<file path="config.mk">
export PLATFORM = sky130hd
export DESIGN_NAME = i2c_master_byte_engine
export DESIGN_NICKNAME = d
export VERILOG_FILES = /design/src/rtl/core/i2cmbe_pkg.sv /design/src/rtl/core/i2cmbe_cfg.sv /design/src/rtl/core/i2cmbe_core.sv /design/src/rtl/core/i2c_master_byte_engine.sv
export VERILOG_INCLUDE_DIRS = /design/src /design/src/rtl/core
export SDC_FILE = /design/constraint.sdc
export NUM_CORES = 1
export LEC_CHECK = 0
export BUFFER_PORTS_ARGS = -buffer_cell sky130_fd_sc_hd__buf_2
export CAP_MARGIN = 20
export CORE_MARGIN = 3
export CORE_UTILIZATION = 41
export CTS_CLUSTER_DIAMETER = 200
export CTS_CLUSTER_SIZE = 8
export DETAILED_ROUTE_END_ITERATION = 16
export GPL_TIMING_DRIVEN = 0
export PLACE_DENSITY_LB_ADDON = 0.1
export SLEW_MARGIN = 0
export SYNTH_ARGS = -nofsm -noshare
export SYNTH_HDL_FRONTEND = slang
export SYNTH_HIERARCHICAL = 1
export SYNTH_SLANG_ARGS = --single-unit
</file>
<file path="constraint.sdc">
create_clock -name clk -period 4.8 [get_ports clk]
set_input_delay 0.48 -clock clk [delete_from_list [all_inputs] [get_ports clk]]
set_output_delay 0.48 -clock clk [all_outputs]
set_load 0.02 [all_outputs]
</file>
<file path="src/rtl/core/i2c_master_byte_engine_defines.svh">
// Assertion macros for the I2C master byte engine.
// Included by files that check their own logic; needs a clk and rst in scope.
`ifndef I2C_MASTER_BYTE_ENGINE_DEFINES_SVH
`define I2C_MASTER_BYTE_ENGINE_DEFINES_SVH

// same-cycle implication, disabled in reset
`define I2CMBE_ASSERT_NOW(lbl, ante, cons) \
  lbl: assert property (@(posedge clk) disable iff (rst) (ante) |-> (cons)) \
    else $error("i2cmbe: same-cycle check failed");

// next-cycle implication, disabled in reset
`define I2CMBE_ASSERT_NEXT(lbl, ante, cons) \
  lbl: assert property (@(posedge clk) disable iff (rst) (ante) |=> (cons)) \
    else $error("i2cmbe: next-cycle check failed");

`endif

</file>
<file path="src/rtl/core/i2cmbe_pkg.sv">
// Shared types and constants of the I2C master byte engine.
// No dependencies; imported by every module of the block.
package i2cmbe_pkg;

  typedef enum logic [1:0] {
    OP_START = 2'd0,
    OP_STOP  = 2'd1,
    OP_WRITE = 2'd2,
    OP_READ  = 2'd3
  } op_t;

  typedef enum logic [1:0] {
    CFG_HOLD_TICKS     = 2'd0,
    CFG_HALF_BIT_TICKS = 2'd1,
    CFG_SHORT_TICKS    = 2'd2,
    CFG_ACK_TIMEOUT    = 2'd3
  } cfg_index_t;

  typedef enum logic [3:0] {
    PH_IDLE    = 4'd0,
    PH_ST_A    = 4'd1,
    PH_ST_B    = 4'd2,
    PH_SP_A    = 4'd3,
    PH_SP_B    = 4'd4,
    PH_WR_LO   = 4'd5,
    PH_WR_HI   = 4'd6,
    PH_WR_TAIL = 4'd7,
    PH_AK_SET  = 4'd8,
    PH_AK_HI   = 4'd9,
    PH_AK_POLL = 4'd10,
    PH_RD_LO   = 4'd11,
    PH_RD_HI   = 4'd12,
    PH_MA_LO   = 4'd13,
    PH_MA_HI   = 4'd14
  } phase_t;

  localparam logic [7:0] HOLD_TICKS_RST     = 8'd4;
  localparam logic [7:0] HALF_BIT_TICKS_RST = 8'd2;
  localparam logic [7:0] SHORT_TICKS_RST    = 8'd1;
  localparam logic [7:0] ACK_TIMEOUT_RST    = 8'd250;
  localparam logic [7:0] TICK_MAX           = 8'hFF;
  localparam logic [3:0] BITS_PER_BYTE      = 4'd8;

  typedef struct packed {
    logic [7:0] hold_ticks;
    logic [7:0] half_bit_ticks;
    logic [7:0] short_ticks;
    logic [7:0] ack_timeout;
  } cfg_t;

  typedef struct packed {
    logic       cmd_valid;
    op_t        operation;
    logic [7:0] tx_byte;
    logic       send_ack;
    logic       sda_in;
  } in_item_t;

  typedef struct packed {
    logic       scl_level;
    logic       sda_level;
    logic       sda_drive;
    logic       busy_res;
    logic       done_res;
    logic [7:0] rx_byte;
    logic       ack_error;
  } out_item_t;

endpackage

</file>
<file path="src/rtl/core/i2cmbe_cfg.sv">
// Configuration register file of the I2C master byte engine.
// Depends on i2cmbe_pkg for the register indexes and reset values.
module i2cmbe_cfg
  import i2cmbe_pkg::*;
(
  input  logic       clk,
  input  logic       rst,
  input  logic       cfg_wr_en,
  input  logic [1:0] cfg_index,
  input  logic [7:0] cfg_data,
  output cfg_t       cfg
);

  always_ff @(posedge clk) begin
    if (rst) begin
      cfg.hold_ticks     <= HOLD_TICKS_RST;
      cfg.half_bit_ticks <= HALF_BIT_TICKS_RST;
      cfg.short_ticks    <= SHORT_TICKS_RST;
      cfg.ack_timeout    <= ACK_TIMEOUT_RST;
    end else if (cfg_wr_en) begin
      unique case (cfg_index_t'(cfg_index))
        CFG_HOLD_TICKS:     cfg.hold_ticks     <= cfg_data;
        CFG_HALF_BIT_TICKS: cfg.half_bit_ticks <= cfg_data;
        CFG_SHORT_TICKS:    cfg.short_ticks    <= cfg_data;
        CFG_ACK_TIMEOUT:    cfg.ack_timeout    <= cfg_data;
        default:            cfg.hold_ticks     <= cfg.hold_ticks;
      endcase
    end
  end

endmodule

</file>
<file path="src/rtl/core/i2cmbe_core.sv">
// Bus sequencer of the I2C master byte engine: phase state, counters and
// line levels, advanced by one tick per request. Depends on i2cmbe_pkg.
module i2cmbe_core
  import i2cmbe_pkg::*;
(
  input  logic      clk,
  input  logic      rst,
  input  logic      fire,
  input  in_item_t  item,
  input  cfg_t      cfg,
  output out_item_t res,
  output logic      busy
);

  phase_t     phase, phase_next;
  logic [7:0] tick_count, tick_count_next;
  logic [3:0] bit_index, bit_index_next;
  logic [7:0] shift_reg, shift_reg_next;
  logic [7:0] poll_count, poll_count_next;
  logic       scl_reg, scl_reg_next;
  logic       sda_reg, sda_reg_next;
  logic       drive_reg, drive_reg_next;
  logic       ack_choice, ack_choice_next;
  logic       error_flag, error_flag_next;
  logic [7:0] rx_hold, rx_hold_next;
  logic       done;

  logic [7:0] limit;
  logic [7:0] tick_inc;
  logic       over;
  logic [3:0] bit_inc;
  logic       bit_last;
  logic [7:0] shift_shl;

  always_comb begin
    unique case (phase)
      PH_ST_A, PH_ST_B, PH_SP_A, PH_SP_B:  limit = cfg.hold_ticks;
      PH_WR_LO, PH_WR_HI, PH_WR_TAIL,
      PH_RD_LO, PH_MA_LO, PH_MA_HI:        limit = cfg.half_bit_ticks;
      PH_AK_SET, PH_AK_HI, PH_RD_HI:       limit = cfg.short_ticks;
      default:                             limit = cfg.hold_ticks;
    endcase
  end

  assign tick_inc  = (tick_count != TICK_MAX) ? tick_count + 8'd1 : tick_count;
  assign over      = tick_inc >= limit;
  assign bit_inc   = bit_index + 4'd1;
  assign bit_last  = bit_inc >= BITS_PER_BYTE;
  assign shift_shl = {shift_reg[6:0], 1'b0};

  // next phase
  always_comb begin
    phase_next = phase;
    unique case (phase)
      PH_IDLE: begin
        if (item.cmd_valid) begin
          unique case (item.operation)
            OP_START: phase_next = PH_ST_A;
            OP_STOP:  phase_next = PH_SP_A;
            OP_WRITE: phase_next = PH_WR_LO;
            OP_READ:  phase_next = PH_RD_LO;
            default:  phase_next = PH_IDLE;
          endcase
        end
      end
      PH_ST_A:    if (over) phase_next = PH_ST_B;
      PH_ST_B:    if (over) phase_next = PH_IDLE;
      PH_SP_A:    if (over) phase_next = PH_SP_B;
      PH_SP_B:    if (over) phase_next = PH_IDLE;
      PH_WR_LO:   if (over) phase_next = PH_WR_HI;
      PH_WR_HI:   if (over) phase_next = PH_WR_TAIL;
      PH_WR_TAIL: if (over) phase_next = bit_last ? PH_AK_SET : PH_WR_LO;
      PH_AK_SET:  if (over) phase_next = PH_AK_HI;
      PH_AK_HI:   if (over) phase_next = PH_AK_POLL;
      PH_AK_POLL: begin
        if (!item.sda_in) begin
          phase_next = PH_IDLE;
        end else if (poll_count >= cfg.ack_timeout) begin
          phase_next = PH_SP_A;
        end
      end
      PH_RD_LO:   if (over) phase_next = PH_RD_HI;
      PH_RD_HI:   if (over) phase_next = bit_last ? PH_MA_LO : PH_RD_LO;
      PH_MA_LO:   if (over) phase_next = PH_MA_HI;
      PH_MA_HI:   if (over) phase_next = PH_IDLE;
      default:    phase_next = PH_IDLE;
    endcase
  end

  // counters, line levels and flags
  always_comb begin
    tick_count_next = tick_count;
    bit_index_next  = bit_index;
    shift_reg_next  = shift_reg;
    poll_count_next = poll_count;
    scl_reg_next    = scl_reg;
    sda_reg_next    = sda_reg;
    drive_reg_next  = drive_reg;
    ack_choice_next = ack_choice;
    error_flag_next = error_flag;
    rx_hold_next    = rx_hold;
    done            = 1'b0;
    unique case (phase)
      PH_IDLE: begin
        if (item.cmd_valid) begin
          bit_index_next  = '0;
          poll_count_next = '0;
          tick_count_next = '0;
          unique case (item.operation)
            OP_START: begin
              scl_reg_next   = 1'b1;
              sda_reg_next   = 1'b1;
              drive_reg_next = 1'b1;
            end
            OP_STOP: begin
              scl_reg_next   = 1'b0;
              sda_reg_next   = 1'b0;
              drive_reg_next = 1'b1;
            end
            OP_WRITE: begin
              error_flag_next = 1'b0;
              shift_reg_next  = item.tx_byte;
              scl_reg_next    = 1'b0;
              sda_reg_next    = item.tx_byte[7];
              drive_reg_next  = 1'b1;
            end
            OP_READ: begin
              ack_choice_next = item.send_ack;
              shift_reg_next  = '0;
              scl_reg_next    = 1'b0;
              drive_reg_next  = 1'b0;
            end
            default: begin
              tick_count_next = tick_count;
            end
          endcase
        end
      end
      PH_ST_A: begin
        tick_count_next = over ? 8'd0 : tick_inc;
        if (over) begin
          scl_reg_next   = 1'b1;
          sda_reg_next   = 1'b0;
          drive_reg_next = 1'b1;
        end
      end
      PH_ST_B: begin
        tick_count_next = over ? 8'd0 : tick_inc;
        if (over) begin
          scl_reg_next   = 1'b0;
          sda_reg_next   = 1'b0;
          drive_reg_next = 1'b1;
          done           = 1'b1;
        end
      end
      PH_SP_A: begin
        tick_count_next = over ? 8'd0 : tick_inc;
        if (over) begin
          scl_reg_next   = 1'b1;
          sda_reg_next   = 1'b1;
          drive_reg_next = 1'b1;
        end
      end
      PH_SP_B: begin
        tick_count_next = over ? 8'd0 : tick_inc;
        done            = over;
      end
      PH_WR_LO, PH_MA_LO: begin
        tick_count_next = over ? 8'd0 : tick_inc;
        if (over) begin
          scl_reg_next   = 1'b1;
          drive_reg_next = 1'b1;
        end
      end
      PH_WR_HI: begin
        tick_count_next = over ? 8'd0 : tick_inc;
        if (over) begin
          scl_reg_next   = 1'b0;
          drive_reg_next = 1'b1;
        end
      end
      PH_WR_TAIL: begin
        tick_count_next = over ? 8'd0 : tick_inc;
        if (over) begin
          shift_reg_next = shift_shl;
          bit_index_next = bit_inc;
          scl_reg_next   = 1'b0;
          if (bit_last) begin
            sda_reg_next   = 1'b1;
            drive_reg_next = 1'b0;
          end else begin
            sda_reg_next   = shift_shl[7];
            drive_reg_next = 1'b1;
          end
        end
      end
      PH_AK_SET: begin
        tick_count_next = over ? 8'd0 : tick_inc;
        if (over) begin
          scl_reg_next   = 1'b1;
          sda_reg_next   = 1'b1;
          drive_reg_next = 1'b0;
        end
      end
      PH_AK_HI: begin
        tick_count_next = over ? 8'd0 : tick_inc;
        if (over) begin
          scl_reg_next    = 1'b1;
          sda_reg_next    = 1'b1;
          drive_reg_next  = 1'b0;
          poll_count_next = '0;
        end
      end
      PH_AK_POLL: begin
        if (!item.sda_in) begin
          tick_count_next = '0;
          scl_reg_next    = 1'b0;
          sda_reg_next    = 1'b1;
          drive_reg_next  = 1'b0;
          done            = 1'b1;
        end else if (poll_count >= cfg.ack_timeout) begin
          tick_count_next = '0;
          error_flag_next = 1'b1;
          scl_reg_next    = 1'b0;
          sda_reg_next    = 1'b0;
          drive_reg_next  = 1'b1;
        end else begin
          poll_count_next = poll_count + 8'd1;
        end
      end
      PH_RD_LO: begin
        tick_count_next = over ? 8'd0 : tick_inc;
        if (over) begin
          scl_reg_next   = 1'b1;
          drive_reg_next = 1'b0;
          shift_reg_next = {shift_reg[6:0], item.sda_in};
        end
      end
      PH_RD_HI: begin
        tick_count_next = over ? 8'd0 : tick_inc;
        if (over) begin
          bit_index_next = bit_inc;
          scl_reg_next   = 1'b0;
          if (bit_last) begin
            sda_reg_next   = ~ack_choice;
            drive_reg_next = 1'b1;
          end else begin
            drive_reg_next = 1'b0;
          end
        end
      end
      PH_MA_HI: begin
        tick_count_next = over ? 8'd0 : tick_inc;
        if (over) begin
          scl_reg_next   = 1'b0;
          drive_reg_next = 1'b1;
          rx_hold_next   = shift_reg;
          done           = 1'b1;
        end
      end
      default: begin
        done = 1'b0;
      end
    endcase
  end

  always_ff @(posedge clk) begin
    if (rst) begin
      phase      <= PH_IDLE;
      tick_count <= '0;
      bit_index  <= '0;
      shift_reg  <= '0;
      poll_count <= '0;
      scl_reg    <= 1'b1;
      sda_reg    <= 1'b1;
      drive_reg  <= 1'b1;
      ack_choice <= 1'b0;
      error_flag <= 1'b0;
      rx_hold    <= '0;
    end else if (fire) begin
      phase      <= phase_next;
      tick_count <= tick_count_next;
      bit_index  <= bit_index_next;
      shift_reg  <= shift_reg_next;
      poll_count <= poll_count_next;
      scl_reg    <= scl_reg_next;
      sda_reg    <= sda_reg_next;
      drive_reg  <= drive_reg_next;
      ack_choice <= ack_choice_next;
      error_flag <= error_flag_next;
      rx_hold    <= rx_hold_next;
    end
  end

  always_comb begin
    res.scl_level = scl_reg_next;
    res.sda_level = sda_reg_next;
    res.sda_drive = drive_reg_next;
    res.busy_res  = phase_next != PH_IDLE;
    res.done_res  = done;
    res.rx_byte   = rx_hold_next;
    res.ack_error = error_flag_next;
  end

  assign busy = phase != PH_IDLE;

endmodule

</file>
<file path="src/rtl/core/i2c_master_byte_engine.sv">
// I2C master byte engine. Each request is one bus timer tick and yields one
// result: the SCL/SDA levels and flags after that tick. One tick is taken per
// clock unless the output register stalls; a request is accepted into an input
// register, stepped through the phase sequencer and captured in the output
// register. The output register stalls the chain only while out_ready is low.
// Configuration registers are written through cfg_wr_en/cfg_index/cfg_data.
// Depends on i2cmbe_pkg, i2cmbe_cfg, i2cmbe_core and the assertion macros.
`include "i2c_master_byte_engine_defines.svh"

module i2c_master_byte_engine
  import i2cmbe_pkg::*;
(
  input  logic       clk,
  input  logic       rst,
  input  logic       cfg_wr_en,
  input  logic [1:0] cfg_index,
  input  logic [7:0] cfg_data,
  input  logic       in_valid,
  output logic       in_ready,
  input  in_item_t   in_item,
  output logic       out_valid,
  input  logic       out_ready,
  output out_item_t  out_item
);

  cfg_t      cfg;
  logic      s1_valid;
  in_item_t  s1_item;
  logic      s1_fire;
  logic      out_take;
  out_item_t step_res;
  logic      core_busy;

  i2cmbe_cfg u_cfg (
    .clk       (clk),
    .rst       (rst),
    .cfg_wr_en (cfg_wr_en),
    .cfg_index (cfg_index),
    .cfg_data  (cfg_data),
    .cfg       (cfg)
  );

  i2cmbe_core u_core (
    .clk  (clk),
    .rst  (rst),
    .fire (s1_fire),
    .item (s1_item),
    .cfg  (cfg),
    .res  (step_res),
    .busy (core_busy)
  );

  assign out_take = !out_valid || out_ready;
  assign s1_fire  = s1_valid && out_take;
  assign in_ready = !s1_valid || s1_fire;

  always_ff @(posedge clk) begin
    if (rst) begin
      s1_valid <= 1'b0;
    end else if (in_ready) begin
      s1_valid <= in_valid;
    end
  end

  always_ff @(posedge clk) begin
    if (in_valid && in_ready) begin
      s1_item <= in_item;
    end
  end

  always_ff @(posedge clk) begin
    if (rst) begin
      out_valid <= 1'b0;
    end else if (out_take) begin
      out_valid <= s1_valid;
    end
  end

  always_ff @(posedge clk) begin
    if (s1_fire) begin
      out_item <= step_res;
    end
  end

  `I2CMBE_ASSERT_NOW(a_done_not_busy, out_valid, !(out_item.done_res && out_item.busy_res))
  `I2CMBE_ASSERT_NEXT(a_busy_tracks, s1_fire, core_busy == $past(step_res.busy_res))
  `I2CMBE_ASSERT_NEXT(a_stage_holds, s1_valid && !s1_fire, s1_valid)

endmodule
</file>
## Word level (Yosys, flattened, before mapping)

Cells that the tools add are included.

- Bits of input ports: 28
- Register bits: 106
- Word-level logic and storage cells: 179

- Eq/ne operators: 30
- Reductions and logical operators: 37
- Multiplexer cells: 76
- Bitwise operators: 1
- $add $sub $neg: 3
- $lt $le $gt $ge: 3

Operators with widths:

| cell | count |
|---|---|
| 2-to-1 mux 8 bit | 13 |
| one-hot mux 8 bit (3 select lines) | 3 |
| 2-to-1 mux 4 bit | 17 |
| one-hot mux 4 bit (13 select lines) | 1 |
| one-hot mux 8 bit (2 select lines) | 2 |
| 2-to-1 mux 1 bit | 29 |
| == test 4 bit, second input constant | 7 |
| OR reduction 3 bit | 6 |
| adder 8 x 1 -> 8 bit, second input constant | 2 |
| == test 4 x 3 -> 1 bit, second input constant | 4 |
| greater-or-equal comparator 8 bit | 2 |
| one-hot mux 4 bit (4 select lines) | 1 |
| OR reduction 7 bit | 2 |
| OR reduction 13 bit | 1 |
| one-hot mux 1 bit (6 select lines) | 2 |
| AND reduction 4 bit | 3 |
| AND reduction 6 bit | 2 |
| nonzero test 3 bit | 3 |
| == test 2 bit, second input constant | 4 |
| == test 4 x 2 -> 1 bit, second input constant | 2 |
| != test 2 x 1 -> 1 bit, second input constant | 4 |
| != test 8 bit, second input constant | 1 |
| one-hot mux 4 bit (2 select lines) | 1 |
| AND reduction 2 bit | 4 |
| 22 further kinds | 34 |

## Logic depth before layout (Yosys ltp)

Gate-level depths: netlist of the first run.

- Depth in word-level cells: 7
- Depth in mapped cells: 17
- Mapped depth without buffers: 13

## Modules after synthesis

The synthesis of the first run kept the hierarchy.

By module, submodules not included:

| module | instances | cells each | area an instance (sq um) |
|---|---|---|---|
| i2cmbe_core | 1 | 476 | 3692.3 |
| i2cmbe_cfg | 1 | 129 | 1321.3 |
| i2c_master_byte_engine | 1 | 37 | 914.6 |

## Worst setup path after synthesis of the first run

Ideal clock, no wire load.

- Kind: register -> register
- From: register u_core.phase[1]
- To: register out_item[12] (netlist name) (data pin)
- Buffers on the path: 5
- Setup time: 251 ps
- Data arrival time: 3420 ps
- Path slack: 1129 ps
- Cell stages (with the launch flop): 18
- Cells stage by stage: dfxtp_1 -> buf_2 -> buf_2 -> buf_1 -> inv_1 -> o22ai_1 -> nor2_1 -> nand2_1 -> nand2_1 -> ha_1 -> nor2b_1 -> o21a_1 -> o31ai_1 -> clkbuf_1 -> o22a_1 -> nand3_1 -> a21o_1 -> buf_4

- Cells in the longest elaborated chain, start to end: 6

RTL lines:

| item | line | source |
|---|---|---|
| start, declared | i2cmbe_core.sv:15 | `phase_t phase, phase_next;` |
| start signal, assigned | i2cmbe_core.sv:281 | `phase <= phase_next;` |
| == test 4 x 3 -> 1 bit, or another cell as far along | i2cmbe_core.sv:36 | `unique case (phase)` |
| OR reduction 6 bit / OR reduction 3 bit (equally long branches) | i2cmbe_core.sv:36 |  |
| one-hot mux 8 bit (2 select lines) | i2cmbe_core.sv:36 |  |
| greater-or-equal comparator 8 bit | i2cmbe_core.sv:46 | `assign over = tick_inc >= limit;` |
| 2-to-1 mux 1 bit, on equally long branches | -- |  |
| one-hot mux 1 bit (6 select lines) * | i2cmbe_core.sv:103 | `unique case (phase)` |
| via u_core.sda_reg_next | i2cmbe_core.sv:21 | `logic sda_reg, sda_reg_next;` |
| end signal, assigned | i2c_master_byte_engine.sv:81 | `out_item <= step_res;` |
| end, declared | i2c_master_byte_engine.sv:23 | `output out_item_t out_item` |

The timed path passes the listed nets; every way through them passes the cells marked *.
A chain may end at the register's enable or synchronous reset.

## Worst setup path in the final report of the first run

- From: register u_core.phase[1]
- To: register u_core.rx_hold[6]

- Cells in the longest elaborated chain, start to end: 6

RTL lines:

| item | line | source |
|---|---|---|
| == test 4 x 3 -> 1 bit, or another cell as far along | i2cmbe_core.sv:36 |  |
| OR reduction 6 bit / OR reduction 3 bit (equally long branches) | i2cmbe_core.sv:36 |  |
| one-hot mux 8 bit (2 select lines) | i2cmbe_core.sv:36 |  |
| greater-or-equal comparator 8 bit | i2cmbe_core.sv:46 |  |
| 2-to-1 mux 8 bit | i2cmbe_core.sv:254 | `if (over) begin` |
| 2-to-1 mux 8 bit * | i2cmbe_core.sv:103 |  |
| end signal, assigned | i2cmbe_core.sv:291 | `rx_hold <= rx_hold_next;` |
| end, declared | i2cmbe_core.sv:25 | `logic [7:0] rx_hold, rx_hold_next;` |

Mark *: on every way between the ends. The rest lies on a longest branch, timed or not.

==> impl_results.md, run 1 <==
* Status: completed
* Post-route total power at 2020 uW
* Final Setup Violations at 0
* Routed WL at 15700 um
* Post-route ant nets at 0
* PwrDens at 303 nW/um^2
* Post-Syn Area at 5930 sq um
* Post-synth EDFFs at 27
* Worst Setup End Kind: flop
* Most frequent cells in the layout: 79 x dfxtp_1, 60 x buf_2, 59 x nor2_1
* Io pins at 44
* Core Region at 14000 sq um
* Initial Util at 42.4%
* Worst Max-Slew Pin Slew at 822 ps
* Hold WS at 300 ps
* Simple-Gate Fraction of Synth Area at 21.8%
* Fin crit period at 4460 ps
* Gpl congestion at 0.956
* Post-Synthesis Cells at 642
* Initial antenna violation count at 0
* Non-filler instance count after layout at 881
* Worst hold path type: input port to flop
* Type of the worst setup path: flop to flop
* Regs by FF count: u_cfg/cfg (32), out_item (14), s1_item (13)
* RSZ-0062 raised after global routing: false
* Worst IR Drop VDD at 0.000171 V
* TritonRoute pass-1 iters at 4
* Final worst slack at 345 ps
* Sink Count at 106
* Vias in the first global route at 4795
* Ys async rst share at 0%
* Required @ worst endpoint at 5020 ps
* Adder-cell area share of the yosys netlist at 4.01%
* Max-Cap Viols at 0
* Seq/Total Area, Yosys at 40.4%
* Syn nets at 689
* Clock Skew at 7.11 ps
* CTS Buf Count at 9
* CP Cell Sequence: buf_2, buf_2, buf_1, inv_1, o22ai_2, nor2_2, a21oi_1, ha_1, o21ai_0, nand2_1, a31oi_2, buf_2, or4_1, buf_2, mux2i_1, nor2_1
* First-pass GRT wire length at 25300 um
* WL/cell at 17.9 um
* Largest net degree at the start of global routing at 19
* Post-route DRC at 0
* Post-CTS Setup Inserts at 0
* Crit-path leading delay family: buffers and inverters
* Crit path max-delay cell type: o22ai_2
* Area delta synth->final at 12.5%
* Tot GR Track Use at 19.9%
* Die Ht at 126 um
* Final HPWL DP at 11800 um
* YS warnings at 6
* Top reg by flops: u_cfg/cfg
* Ant. Diodes at 0
* LEAKAGE at 0.00264 uW
* Die area at 15900 sq um
* WP buf/inv at 6
* Max-slew violations at 0
* I/O Buffers at 43
* CP Max Fanout at 10
* CTS Root Cell: clkbuf_16
* Main combinational cell family by area after synthesis: simple AND/OR/NAND/NOR gates
* Post-CTS Hold Buffers at 0
* Via density at 5.66
* Ys flop type: dfxtp_1
* Worst-path clk slew at 70 ps
* XOR/XNOR share of the synthesized area at 1.01%
* Period Utilization, post-route at 92.8%
* Critical path arrival at 4680 ps
* Nets@finish at 743
* Routed vias at 4984
* Share of layout cells above drive strength 1 at 16.8%
* TritonCTS clock tree: done
* Commonest non-fill, non-tap cell in the layout: dfxtp_1
* FMAX at 0.224 GHz
* Cell mode on critical path: buf_2
* Crit-path max cell delay at 460 ps
* Iter 0 DRT Violations at 358
* GRT overflow at 0
* Die W at 126 um
* Number of distinct library cells after synthesis at 89
* Post-synthesis mux area share at 7.64%
* Avg Synthesized Cell Area at 9.23 sq um
* Post-synthesis compound-gate area fraction at 20.0%
* # placed instances at 865
* Slew HR at 44.8%
* Count of final hold-check violations at 0
* Crit path launch type: flop
* H-Tree Depth at 3
* FF+latch count, synth at 106
* # rows at 43
* TNS Setup at 0 ps
* Clock Tree Buf Depth at 2
* Pre-CTS WS at -325 ps
* Clock Latency Late Sink at 350 ps
* Largest register FFs at 32
logic make-up (layout without fill, tap and decap cells):
| family | Yosys count | in the layout |
|---|---|---|
| compound gates | 158 | 158 |
| xor+xnor | 6 | 6 |
| fa+ha+maj | 19 | 19 |
| buf+inv | 67 | 126 |
| flops | 106 | 106 |
| mux | 44 | 44 |
| simple gates | 242 | 242 |
synthesized netlist by cell type (18+ instances only):
master / count / share of area [%]
inv_1: 22 / 1.4
nor2_1: 60 / 3.8
dfxtp_1: 79 / 27
nand3_1: 29 / 2.4
nand2b_1: 43 / 4.5
ha_1: 19 / 4.0
edfxtp_1: 27 / 14
o21ai_0: 19 / 1.6
mux2i_1: 34 / 5.7
clkbuf_1: 18 / 1.1
nand2_1: 45 / 2.8
a21oi_1: 40 / 3.4
stage by stage:
stage | cell area, sq um | util, %
2_1_floorplan | 5930 | -
3_3_place_gp | 6370 | 45.5
3_5_place_dp | 6370 | 45.5
4_1_cts | 6660 | 47.6
5_1_grt | 6670 | 47.7
6_report | 6670 | 47.7
routing by layer:
metal	vias up	GRT usage, %	part of all wire [%]
met2	135	32.6	47
met5	-	0	0
met4	0	5.68	2.0
met3	20	5.00	5.5
li1	2464	-	-
met1	2365	26.1	45
path summary, 6_finish.rpt:
path                                        start                end  slack (ps)  cells after the start
worst max-delay path              u_core/phase[1]  u_core/rx_hold[6]         340                     16
worst min-delay path                   in_item[5]         s1_item[5]         300                      1
worst max register to register    u_core/phase[1]  u_core/rx_hold[6]         340                     16
worst min register to register  u_core/rx_hold[1]  u_core/rx_hold[1]         460                      2
final cells by class:
class,instances,area [sq um]
buffer,44,225
sequential,106,2390
clock buffer,9,225
tap,180,225
multi-input combinational,469,3240
inverter,23,86.3
fill,1375,7320
clock inverter,7,53.8
timing repair buffer,43,215
repair_timing:
action,CTS,global route
resized for setup,3,3
hold endpoints to repair,0,0
setup endpoints to repair,18,16
where the power goes:
| group | switching [uW] | internal, uW |
|---|---|---|
| sequential | 23.4 | 953 |
| combinational | 215 | 127 |
| clock | 344 | 356 |
Power figures use the tool's default switching activity.
==> inputs of run 2 (changes only) <==
- CORE_UTILIZATION: 41 -> 40
==> impl_results.md, run 2 (same netlist as run 1, synthesis figures left out) <==
* Post-CTS Hold Buffers at 0
* Worst Setup End Kind: flop
* Worst IR Drop VDD at 0.000224 V
* Clock Latency Late Sink at 350 ps
* Sink Count at 106
* Type of the worst setup path: flop to flop
* Initial antenna violation count at 0
* Clock power share at 34.4%
* Non-filler instance count after layout at 881
* Final Setup Violations at 0
* Io pins at 44
* First-pass GRT wire length at 25500 um
* Max-Cap Viols at 0
* Commonest non-fill, non-tap cell in the layout: dfxtp_1
* # placed instances at 865
* Routed WL at 15800 um
* TritonRoute pass-1 iters at 5
* M1 wire length at 7090 um
* Nets@finish at 743
* Worst-path clk slew at 70 ps
* Post-route ant nets at 0
* Power share of the combinational group at 17.0%
* Int Pwr at 1440 uW
* CTS Buf Count at 9
* H-Tree Depth at 3
* Met2 routed WL at 7620 um
* Net Switching at 572 uW
* Top sig layer: met4
* Top reg by flops: u_cfg/cfg
* Gpl congestion at 0.935
* Post-route total power at 2010 uW
* Share of layout cells above drive strength 1 at 16.8%
* CTS Root Cell: clkbuf_16
* Routed vias at 5033
* # rows at 43
* Critical path arrival at 4760 ps
* # fillers at 1395
* I/O Buffers at 43
* Tot GR Track Use at 19.7%
* RSZ-0062 raised after global routing: false
* Iter 0 DRT Violations at 409
* Most frequent cells in the layout: 79 x dfxtp_1, 60 x buf_2, 59 x nor2_1
* Via density at 5.71
* Die area at 16300 sq um
* LEAKAGE at 0.00262 uW
* FMAX at 0.220 GHz
* PwrDens at 302 nW/um^2
* Largest register FFs at 32
* Area delta synth->final at 12.3%
* Final HPWL DP at 11800 um
* Sw Ratio at 28.5%
* Post-CTS Setup Inserts at 0
* TritonCTS clock tree: done
* Crit path launch type: flop
* Hold WS at 299 ps
* Core Region at 14200 sq um
* Fin crit period at 4540 ps
* Ant. Diodes at 0
* Status: completed
* Regs by FF count: u_cfg/cfg (32), out_item (14), s1_item (13)
* Initial Util at 41.7%
* Largest net degree at the start of global routing at 19
* Die Ht at 128 um
* Slew HR at 49.5%
* CP Max Fanout at 10
* Worst hold path type: input port to flop
* Clock Tree Buf Depth at 2
* R2R cell count at 16
* Required @ worst endpoint at 5020 ps
* Vias in the first global route at 4833
* GRT overflow at 0
* Met3 routed WL at 805 um
* Period Utilization, post-route at 94.6%
* WL/cell at 18.0 um
* Max-slew violations at 0
* Post-route DRC at 0
* Count of final hold-check violations at 0
* WHS Path Cells at 1
* Worst Max-Slew Pin Slew at 753 ps
* Clock Skew at 5.94 ps
* Seq pwr share at 48.6%
* Die W at 128 um
-- run 2: cell types whose count changed in the layout (fill, tap and decap cells not counted), sizes merged --
cell,delta
clkinv,-5
clkinvlp,+3
clkbuf,+2
-- run 2: final cells by class --
type	count	area [sq um]	area share [%]
inverters	23	86.3	1.30
multi-input cells	469	3240	48.7
clock inverters	5	40.0	0.601
well taps	180	225	3.38
repair buffers	43	215	3.23
clock buffers	11	233	3.49
plain buffers	44	225	3.38
flip-flops and latches	106	2390	35.9
-- run 2: per-layer routing --
layer  GRT usage, %  vias up
met5              0        -
met4           5.87        0
met3           3.79       23
met2           32.4      146
met1           26.3     2408
li1               -     2456
-- run 2: power by group through the flow --
stage | combinational, uW | sequential [uW] | clock (uW)
final | 341 | 976 | 690
after global routing | 373 | 981 | 757
after CTS | 337 | 976 | 714
after detailed placement | 334 | 996 | 0
after global placement | 333 | 996 | 0
after floorplan | 230 | 999 | 0
-- run 2: critical path: stages, from the launching register on --
cell     delay, ps
dfxtp_1        320
buf_2          200
buf_2          250
buf_1          390
inv_1          180
o22ai_2        440
nor2_2         190
a21oi_1        310
ha_1           280
o21ai_0        330
nand2_1        160
a31oi_2        390
buf_2          320
or4_1          150
buf_2          230
mux2i_1        210
nor2_1          50
-- run 2: timing repair --
| item | 4_1_cts | 5_1_grt |
|---|---|---|
| gates resized for setup | 2 | 4 |
| setup endpoints to repair | 29 | 19 |
| pin swaps | 0 | 0 |
-- run 2: final timing paths --
path	end	from	slack [ps]
max reg2reg	u_core/rx_hold[6]	u_core/phase[1]	260
min	s1_item[4]	in_item[4]	300
min reg2reg	u_core/rx_hold[2]	u_core/rx_hold[2]	460
max	u_core/rx_hold[6]	u_core/phase[1]	260
-- run 2: through the flow --
step / TNS [ps] / utilization, % / setup WS, ps / cell area (sq um)
after floorplan: 0 / - / 1130 / 5930
after global placement: -956 / 44.8 / -142 / 6370
after detailed placement: -1960 / 44.8 / -223 / 6370
after CTS: 0 / 46.8 / 130 / 6650
after global routing: 0 / 46.9 / 37.4 / 6660
final: 0 / 46.9 / 262 / 6660
